<file path="config.mk">
export PLATFORM = sky130hd
export DESIGN_NAME = npcs_cell
export DESIGN_NICKNAME = d
export VERILOG_FILES = /design/src/hw/rtl/npcs_pkg.sv /design/src/hw/rtl/npcs_cell.sv
export SDC_FILE = /design/constraint.sdc
export NUM_CORES = 1
export LEC_CHECK = 0
export BUFFER_PORTS_ARGS = -buffer_cell sky130_fd_sc_hd__buf_2
export CAP_MARGIN = 10
export CORE_UTILIZATION = 47
export CTS_BUF_LIST = sky130_fd_sc_hd__clkbuf_8 sky130_fd_sc_hd__clkbuf_16
export CTS_CLUSTER_SIZE = 25
export DETAILED_ROUTE_END_ITERATION = 16
export GPL_TIMING_DRIVEN = 0
export PLACE_DENSITY = 0.68
export RECOVER_POWER = 100
export SLEW_MARGIN = 30
export SYNTH_ARGS = -nofsm -noshare
export SYNTH_HDL_FRONTEND = slang
export SYNTH_SLANG_ARGS = --single-unit
</file>
<file path="constraint.sdc">
create_clock -name i_clk -period 14.8 [get_ports i_clk]
set_input_delay 2.96 -clock i_clk [delete_from_list [all_inputs] [get_ports i_clk]]
set_output_delay 2.96 -clock i_clk [all_outputs]
set_load 0.01 [all_outputs]
</file>
<file path="src/hw/rtl/npcs_pkg.sv">
// ----------------------------------------------------------------------------
// npcs_pkg
// Shared types and constants for the nearest palette colour search.
// ----------------------------------------------------------------------------
package npcs_pkg;

    // Field widths
    localparam int IDX_W  = 8;
    localparam int CH_W   = 8;
    localparam int SQ_W   = 2 * CH_W;
    localparam int DIST_W = 18;

    // Largest possible squared distance, 3 * 255 * 255
    localparam logic [DIST_W-1:0] DIST_MAX = 18'd195075;

    // Default palette depth
    localparam int PALETTE_SIZE_DEF = 256;

    // Request kinds
    typedef enum logic {
        REQ_LOAD  = 1'b0,
        REQ_QUERY = 1'b1
    } t_req_kind;

    // Item travelling down the chain of cells
    typedef struct packed {
        logic              valid;
        logic              is_query;
        logic [IDX_W-1:0]  slot;
        logic [CH_W-1:0]   red;
        logic [CH_W-1:0]   green;
        logic [CH_W-1:0]   blue;
        logic [DIST_W-1:0] best_dist;
        logic [IDX_W-1:0]  best_idx;
    } t_flow;

endpackage

</file>
<file path="src/hw/rtl/npcs_cell.sv">
// ----------------------------------------------------------------------------
// npcs_cell
// One palette slot: holds its entry, squares the channel differences of a
// passing query, then folds its distance into the running best.
// ----------------------------------------------------------------------------
module npcs_cell #(
    parameter int CELL_ID = 0
) (
    input  logic            i_clk,
    input  logic            i_rst_n,
    input  logic            i_adv,
    input  npcs_pkg::t_flow i_flow,
    output npcs_pkg::t_flow o_flow
);
    import npcs_pkg::*;

    localparam logic [IDX_W-1:0] ID_CODE = IDX_W'(CELL_ID);

    logic [CH_W-1:0] r_ent_r;
    logic [CH_W-1:0] r_ent_g;
    logic [CH_W-1:0] r_ent_b;

    t_flow           r_s1;
    t_flow           r_s2;
    logic [SQ_W-1:0] r_sq_r;
    logic [SQ_W-1:0] r_sq_g;
    logic [SQ_W-1:0] r_sq_b;

    logic [CH_W-1:0]   n_d_r;
    logic [CH_W-1:0]   n_d_g;
    logic [CH_W-1:0]   n_d_b;
    logic [DIST_W-1:0] n_dist;
    t_flow             n_s2;
    logic              w_load_hit;

    // Load aimed at this slot
    assign w_load_hit = i_flow.valid && !i_flow.is_query && (i_flow.slot == ID_CODE);

    // Entry register, written as the load passes by
    always_ff @(posedge i_clk) begin
        if (i_adv && w_load_hit) begin
            r_ent_r <= i_flow.red;
            r_ent_g <= i_flow.green;
            r_ent_b <= i_flow.blue;
        end
    end

    // Absolute channel differences
    always_comb begin
        n_d_r = (i_flow.red   >= r_ent_r) ? i_flow.red   - r_ent_r : r_ent_r - i_flow.red;
        n_d_g = (i_flow.green >= r_ent_g) ? i_flow.green - r_ent_g : r_ent_g - i_flow.green;
        n_d_b = (i_flow.blue  >= r_ent_b) ? i_flow.blue  - r_ent_b : r_ent_b - i_flow.blue;
    end

    // Stage 1: squares
    always_ff @(posedge i_clk) begin
        if (!i_rst_n) begin
            r_s1.valid <= 1'b0;
        end else if (i_adv) begin
            r_s1   <= i_flow;
            r_sq_r <= {{CH_W{1'b0}}, n_d_r} * {{CH_W{1'b0}}, n_d_r};
            r_sq_g <= {{CH_W{1'b0}}, n_d_g} * {{CH_W{1'b0}}, n_d_g};
            r_sq_b <= {{CH_W{1'b0}}, n_d_b} * {{CH_W{1'b0}}, n_d_b};
        end
    end

    // Sum and strict compare, so the lower index keeps a tie
    always_comb begin
        n_dist = DIST_W'(r_sq_r) + DIST_W'(r_sq_g) + DIST_W'(r_sq_b);
        n_s2   = r_s1;
        if (r_s1.is_query && (n_dist < r_s1.best_dist)) begin
            n_s2.best_dist = n_dist;
            n_s2.best_idx  = ID_CODE;
        end
    end

    // Stage 2: running best
    always_ff @(posedge i_clk) begin
        if (!i_rst_n) begin
            r_s2.valid <= 1'b0;
        end else if (i_adv) begin
            r_s2 <= n_s2;
        end
    end

    assign o_flow = r_s2;

`ifndef SYNTHESIS
    // After this cell a query always holds a real distance
    a_dist_range: assert property (@(posedge i_clk) disable iff (!i_rst_n)
        r_s2.valid && r_s2.is_query |-> r_s2.best_dist <= DIST_MAX)
        else $error("best distance out of range");

    // The best index never points past this cell
    a_idx_bound: assert property (@(posedge i_clk) disable iff (!i_rst_n)
        r_s2.valid && r_s2.is_query |-> r_s2.best_idx <= ID_CODE)
        else $error("best index beyond cell");

    // A matching load lands in the entry
    a_load_write: assert property (@(posedge i_clk) disable iff (!i_rst_n)
        i_adv && w_load_hit |=>
            r_ent_r == $past(i_flow.red) && r_ent_g == $past(i_flow.green) &&
            r_ent_b == $past(i_flow.blue))
        else $error("palette entry not written");

    // A stall freezes the cell
    a_stall_hold: assert property (@(posedge i_clk) disable iff (!i_rst_n)
        !i_adv |=> $stable(r_s2) && $stable(r_s1))
        else $error("cell moved during stall");
`endif

endmodule

</file>
---- Word level (Yosys, flattened, before mapping) ----
Index checks and enable logic that the tools add are counted.
word-level totals
  output and inout bits ................... 60
  register bits after elaboration ......... 192
operators by class
  $add $sub $neg .......................... 8
  reduce and logical (&&, ||, !) cells .... 7
  order comparisons ....................... 4
  mux-type cells .......................... 4
  $mul .................................... 3
operators by type and width
  cell                                          count
  8-bit by 8-bit multiplier with 16-bit output  3
  8-bit subtractor                              6
  26-bit 2-to-1 mux                             1
  8-bit >= comparator                           3
  8-bit 2-to-1 mux                              3
  17-bit by 16-bit adder with 18-bit output     1
  18-bit less-than comparator                   1
  16-bit by 16-bit adder with 17-bit output     1
  8-bit zero test                               1
  1-bit logical AND                             4
  2-bit AND reduction                           1
  1-bit zero test                               1

---- Logic depth before layout (Yosys ltp) ----
Gate-level depths: netlist of the first run.
  depth after elaboration ................. 5
  mapped depth ............................ 27
  depth with buffers taken out ............ 27

---- Least setup slack after synthesis of the first run ----
Ideal clock, no wire load.
  path type ............................... input -> register
  start point ............................. in i_flow[26] (netlist bit)
  end point ............................... reg r_sq_b[12], data pin
  stages on the path ...................... 24
  setup slack ............................. 5,896 ps
  arrival ................................. 8,632 ps
  buffers on the path ..................... 0
  cell sequence ........................... inv_1 ha_1 inv_1 fa_1 nand3_1 a31oi_1 a211oi_4 mux2i_1 xor2_2 or2_1 inv_1 fa_1 fa_1 inv_1 fa_1 fa_1 inv_1 ha_1 inv_1 nor2_1 o31a_1 o22ai_1 and4b_1 or4b_1
between the ends
  longest elaborated chain between the ends .. 3
  elaborated cells on any way between the ends .. 5
  those cells by class .................... add/sub (2); mul (1); order compare (1); mux (1)
ends and longest elaborated chain
  element                                                         RTL line         source
  from (decl)                                                     npcs_cell.sv:12  input npcs_pkg::t_flow i_flow,
  8-bit subtractor / 8-bit >= comparator (equally long branches)  npcs_cell.sv:52  n_d_b = (i_flow.blue >= r_ent_b) ? i_flow.blue - r_ent_b : r_ent_b - i_flow.blue;
  8-bit 2-to-1 mux *                                              npcs_cell.sv:52
  8-bit by 8-bit multiplier with 16-bit output *                  npcs_cell.sv:63  r_sq_b <= {{CH_W{1'b0}}, n_d_b} * {{CH_W{1'b0}}, n_d_b};
  to (signal assigned)                                            npcs_cell.sv:63
  to (decl)                                                       npcs_cell.sv:27  logic [SQ_W-1:0] r_sq_b;
Every way passes the cells marked *; elsewhere a longest branch is shown, timed or not.
A chain may end at the register's enable or synchronous reset.

---- Final worst setup path of the first run ----
Same ends and word-level chain as after synthesis.

==> results of run 1 <==
## layer usage
layer / global-route usage / wire [um] / up-vias
met5: 0 / 0 / -
met4: 0.0438 / 230 / 0
met3: 0.0337 / 980 / 13
met2: 0.289 / 11900 / 160
met1: 0.224 / 11900 / 4501
li1: - / - / 4641
## Yosys cell counts, types with 5 or more instances
cell        n
nand3b_1    5
clkbuf_1   11
mux2i_1    19
nand3_1    12
o21a_1      6
nor3_1     16
or2_2      12
or2_1       7
ha_1      166
a211oi_1   10
nor2b_1    17
a311oi_1    5
nand4_1    10
mux2_2      6
edfxtp_1  187
buf_2      11
nor2_1     99
a31oi_1     7
a21oi_1    66
o211ai_1    7
o21ai_0    48
fa_1       97
inv_1     221
xor2_1     23
nor4_1      5
nand2_1    40
xnor2_2     6
and2_1      6
o21bai_1   10
nand2b_1    7
xnor2_1    38
a21o_1     31
## registers in the layout, indices dropped and copies added (netlist names), 15 cells and up
name    cells
n_s2       34
o_flow     60
r_s1       26
r_sq_b     15
r_sq_g     15
r_sq_r     15
## stage by stage
step / hold WS, ps / util / instances
after detailed placement: 405 / 0.522 / 1796
final: 414 / 0.532 / 1826
after global routing: 424 / 0.532 / 1826
after CTS: 420 / 0.541 / 1826
after global placement: 400 / 0.518 / 1789
after floorplan: 400 / - / 1277
## worst max path at each step
stage                     from                   end  slack [ps]  depth (start not counted)
floorplan           i_flow[26]  r_sq_b[12]$_DFFE_PP_        5900                         24
global placement    i_flow[34]  r_sq_g[12]$_DFFE_PP_        5240                         25
detailed placement  i_flow[34]  r_sq_g[12]$_DFFE_PP_        5100                         25
CTS                 i_flow[34]  r_sq_g[12]$_DFFE_PP_        5580                         25
global route        i_flow[26]  r_sq_b[12]$_DFFE_PP_        4410                         24
finish              i_flow[26]  r_sq_b[12]$_DFFE_PP_        4840                         24
## worst reg2reg max path: stages, from the launching register on
cell and delay, ps:
edfxtp_1 390, ha_1 290, clkbuf_1 250, nand4_1 170
a31oi_1 90, a211oi_1 1020, mux2i_1 320, xor2_1 770
or2_0 270, inv_1 80, fa_1 490, fa_1 560
inv_1 60, fa_1 500, fa_1 540, inv_1 40
ha_1 310, inv_1 80, nor2_1 110, o31a_1 170
o22ai_1 150, and4b_1 230, or4b_1 450
## kinds of logic after synthesis
kind of cell / count (synthesis) / synth area share
buffers and inverters: 248 / 0.0670
XOR/XNOR: 72 / 0.0513
AO/OA/AOI/OAI: 220 / 0.0993
flip-flops: 189 / 0.395
multiplexers: 26 / 0.0190
AND/OR/NAND/NOR: 256 / 0.0879
other: 2 / 0.000524
adder cells (fa/ha/maj): 263 / 0.280
## power by group through the flow
stage | combinational, mW | sequential [mW] | clock, mW
floorplan | 1.82 | 0.838 | 0
CTS | 2.34 | 0.820 | 0.466
global route | 2.66 | 0.829 | 0.483
detailed placement | 2.32 | 0.832 | 0
global placement | 2.25 | 0.833 | 0
finish | 2.31 | 0.820 | 0.450
## final cells by class
| class | instances | area [um^2] | area share |
|---|---|---|---|
| buffer | 25 | 118 | 0.00742 |
| clock buffer | 17 | 425 | 0.0268 |
| clock inverter | 13 | 141 | 0.00892 |
| inverter | 223 | 837 | 0.0528 |
| multi-input combinational | 840 | 7670 | 0.484 |
| sequential | 189 | 5660 | 0.357 |
| tap | 390 | 488 | 0.0308 |
| timing repair buffer | 129 | 519 | 0.0327 |
==> metrics.yaml, run 1 <==
synthTopCellsByArea: "edfxtp_1, ha_1, fa_1"
violations: "max-capacitance violations, max-slew violations"
path_clk_slew_ps: 80
slowest_stage: "a211oi_1"
drive_gt1_frac: 0.0731
cts_tree: "done"
holdPathEnd: "o_flow[36]$_DFFE_PP_"
cp-start-kind: "input pin"
leakage_nw: 7.12
relSlewSlack: -0.731
synth_largest_area_cell: "edfxtp_1"
netlist_instances: 1276
grt_start_max_net_pins: 52
pre_cts_ws_ps: 5100
hold_class: "reg2reg"
synth_top_area_frac: 0.392
grt_pass1_wl_mm: 42.7
layout_common_cells: "inv_1, edfxtp_1, ha_1"
hold_viol: 0
total_power_mw: 3.58
pin_count: 123
dpl_cell_area_um2: 15500
fill_cells: 2673
post_drt_via_cell_ratio: 5.10
die_y_um: 177
portBuffers: 122
crit_fanout: 10
die_area_um2: 31200
power.internal_mw: 2.04
p_per_area_nw_per_um2: 226
p_clk_frac: 0.126
fin_setup_tns_ps: 0
p_seq_frac: 0.229
wl_per_cell_um: 13.7
grt_pass1_vias: 9364
hpwlAfterDp_mm: 19.8
drv_cap: 3
coreArea_um2: 29800
gp_congestion: 0.865
status: "finished with violations"
cts_hold_buf: 0
clockBufferDepth: 2
hold_start: "n_s2[36]$_DFFE_PP_"
antenna_found_initial: 0
ir_drop_mv: 0.141
rows: 63
grt_usage: 0.171
ant_nets: 0
yosys_warnings: 0
synthFlopType: "edfxtp_1"
synth_cell_types: 70
max_clock_freq_ghz: 0.100
drt_pass1_iterations: 4
cts_buffers: 17
path_cells: "clkbuf_1 > inv_1 > ha_1 > clkbuf_1 > nand4_1 > a31oi_1 > a211oi_1 > mux2i_1 > xor2_1 > or2_0 > inv_1 > fa_1 > fa_1 > inv_1 > fa_1 > fa_1 > inv_1 > ha_1 > inv_1 > nor2_1 > o31a_1 > o22ai_1 > and4b_1 > or4b_1"
async_flop_share: 0
num_vias: 9315
cp.buffers_inverters: 7
p_sw_frac: 0.431
synth.cell_area_um2: 14300
critPathKind: "in2reg"
holdPathStages: 0
grt.overflow.total: 0
cts_root_buf: "clkbuf_16"
finalCriticalPeriod_ps: 9960
initial_core_util: 0.481
syn_area_per_cell_um2: 11.2
layout_commonest_cell: "inv_1"
reg2reg_setup_slack_ps: 7210
nets: 1751
synth_seq_cells: 189
rr_endpoint: "r_sq_b[12]$_DFFE_PP_"
worst_slack_ps: 4840
critPathMaxStageDelay_ps: 1020
post-route-drc-count: 0
seq_area_frac_synth: 0.395
synth_edf_count: 187
postCtsSetupBuffers: 0
r2r-start: "r_ent_b[0]$_DFFE_PP_"
wirelength_mm: 25.1
crit_family: "adder cells"
drtIter0Drc: 359
critPathMostFrequentCell: "inv_1"
worstSetupEndpointType: "register"
p_comb_frac: 0.645
n_antenna_cell: 0
arrival_ps: 10140
setup_viol: 0
design_area_um2: 15900
skew_ps: 13.2
rsz0062_at_grt: "false"
cts.sinks: 189
postCtsResizedCells: 0
cts_max_level: 4
clock_latency_ps: 450
worstMarginPinSlew_ps: 2600
min_period_over_period: 0.673
die_w_um: 177
syn2layout_area_growth_pct: 10.6
p_switching_mw: 1.54
r2r_cells: 22
slew_violations: 150
worstPathRequired_ps: 14980
(Power assumes the default switching activity.)
==> run 2: changes to the inputs <==
Settings changed: ABC_AREA set to 1.
Clock period 14.8 ns to 9.8 ns, I/O delays scaled along.
==> metrics.yaml, run 2 <==
status: "finished with violations"
violations: "max-capacitance violations, max-slew violations"
drt_pass1_iterations: 5
wl_met3_um: 979
rsz0062_at_grt: "false"
synth_top_area_frac: 0.371
synth_seq_cells: 189
worstSetupEndpointType: "register"
worstPathRequired_ps: 10000
leakage_nw: 8.34
postCtsSetupBuffers: 0
synthAdderAreaFrac: 0.265
critPathMostFrequentCell: "nand2_1"
wirelength_mm: 28.5
post_drt_via_cell_ratio: 4.87
die_w_um: 182
synth_cell_types: 40
async_flop_share: 0
synthTopCellsByCount: "nand2_1, inv_1, edfxtp_1"
cts.sinks: 189
hold_class: "reg2reg"
pre_cts_ws_ps: 2090
grt_usage: 0.182
path_clk_slew_ps: 70
hpwlAfterDp_mm: 22.8
design_area_um2: 16700
grt.overflow.total: 0
slew_violations: 168
syn_area_per_cell_um2: 9.10
grt_start_max_net_pins: 67
num_vias: 10800
nets: 2140
grt_pass1_wl_mm: 48.6
p_per_area_nw_per_um2: 334
arrival_ps: 8040
cp.depth: 26
worstMarginPinSlew_ps: 3570
cts_max_level: 4
synth_largest_area_cell: "edfxtp_1"
clockBufferDepth: 2
layout_commonest_cell: "nand2_1"
drt-met1-wl_mm: 13.8
fin_setup_tns_ps: 0
n_antenna_cell: 0
critPathMaxStageDelay_ps: 540
cts_hold_buf: 0
clock_latency_ps: 440
cp.buffers_inverters: 6
cp-start-kind: "input pin"
netlist_instances: 1665
critPathKind: "in2reg"
crit_family: "adder cells"
grt_pass1_vias: 10600
drv_cap: 3
syn2layout_area_growth_pct: 10.2
gp_congestion: 0.871
initial_core_util: 0.479
ir_drop_mv: 0.232
muxShareOfSynthArea: 0
seq_area_frac_synth: 0.373
die_y_um: 182
route.met2.wl_mm: 13.5
synth_xor_area_frac: 0.0341
cts_tree: "done"
holdPathStages: 0
setup_viol: 0
r2r_cells: 24
antenna_found_initial: 0
post-route-drc-count: 0
yosys_warnings: 0
skew_ps: 10.7
synth.cell_area_um2: 15100
yosysMostFrequentCell: "nand2_1"
coreArea_um2: 31600
synth-simple-area-share: 0.187
slowest_stage: "fa_1"
synthFlopType: "edfxtp_1"
synth_compound_area_frac: 0.0478
largest_reg_flops: 60
portBuffers: 122
ant_nets: 0
drive_gt1_frac: 0.0640
cts_root_buf: "clkbuf_16"
rows: 65
cts_buffers: 17
postCtsResizedCells: 0
max_clock_freq_ghz: 0.128
drtIter0Drc: 438
layout_common_cells: "nand2_1, inv_1, edfxtp_1"
relSlewSlack: -1.38
pin_count: 123
top_layer: "met4"
dpl_cell_area_um2: 16400
min_period_over_period: 0.800
crit_fanout: 9
worst_slack_ps: 1960
finalCriticalPeriod_ps: 7840
hold_viol: 0
synth_edf_count: 187
synth_top_family_by_area: "adder cells"
synthTopCellsByArea: "edfxtp_1, ha_1, fa_1"
die_area_um2: 33000
wl_per_cell_um: 12.8
-- run 2: cell types whose count changed after synthesis, sizes merged, moves of 26 or more --
cell   change
a21o      -26
nand2    +386
nand3     +63
nor2      +33
inv      +126
-- run 2: area by class of cell --
type                       count  area, um^2
clock inverter                15         135
buffer                        13        73.8
fill                        2944       14900
timing repair buffer         129         518
clock buffer                  17         425
inverter                     349        1310
sequential                   189        5660
multi-input combinational   1115        8060
tap                          402         503
-- run 2: routing by layer --
layer / vias up / GRT usage
met5: - / 0
met4: 0 / 0.0366
met3: 19 / 0.0335
met2: 176 / 0.310
met1: 5087 / 0.242
li1: 5566 / -
-- run 2: cells by family (layout without fill, tap and decap cells) --
| family | count (synthesis) | after routing |
|---|---|---|
| xor gates and xnor gates | 59 | 59 |
| AOI/OAI and AO/OA | 124 | 124 |
| DFF | 189 | 189 |
| and+or+nand+nor | 666 | 666 |
| buffers and inverters | 362 | 523 |
| adders and majority gates | 263 | 263 |
| other | 2 | 3 |
-- run 2: where the power goes --
group | internal, mW | switching, mW | total [mW]
Clock | 0.334 | 0.332 | 0.667
Combinational | 1.41 | 2.24 | 3.66
Sequential | 1.19 | 0.0619 | 1.26
-- run 2: worst paths after layout --
kind	startpoint	end	slack, ps
setup / recovery	i_flow[26]	r_sq_b[13]$_DFFE_PP_	1960
hold / removal	n_s2[57]$_DFFE_PP_	o_flow[57]$_DFFE_PP_	420
setup reg to reg	r_ent_b[0]$_DFFE_PP_	r_sq_b[13]$_DFFE_PP_	3360
hold reg to reg	n_s2[57]$_DFFE_PP_	o_flow[57]$_DFFE_PP_	420
-- run 2: metrics by stage --
stage	utilization	hold WS, ps	cells	total power [mW]
floorplan	-	400	1666	4.15
global placement	0.514	400	2190	4.87
detailed placement	0.517	405	2197	4.96
CTS	0.535	418	2229	5.66
global route	0.527	419	2229	6.26
finish	0.527	417	2229	5.58
-- run 2: worst reg2reg max path, cell delays in order (launching register included) --
cell,delay [ps]
edfxtp_1,400
ha_1,290
clkbuf_1,410
nand4_1,150
nand2_1,130
nand2_4,50
nand2_1,320
clkinvlp_2,340
nand2_1,210
nand2_1,210
nor2_1,260
fa_1,470
fa_1,540
inv_1,60
fa_1,510
fa_1,540
inv_1,40
ha_1,340
a21oi_1,190
a21boi_0,300
o21ai_0,180
nand2_1,110
nand2_1,50
nand2_1,50
nand2_1,40
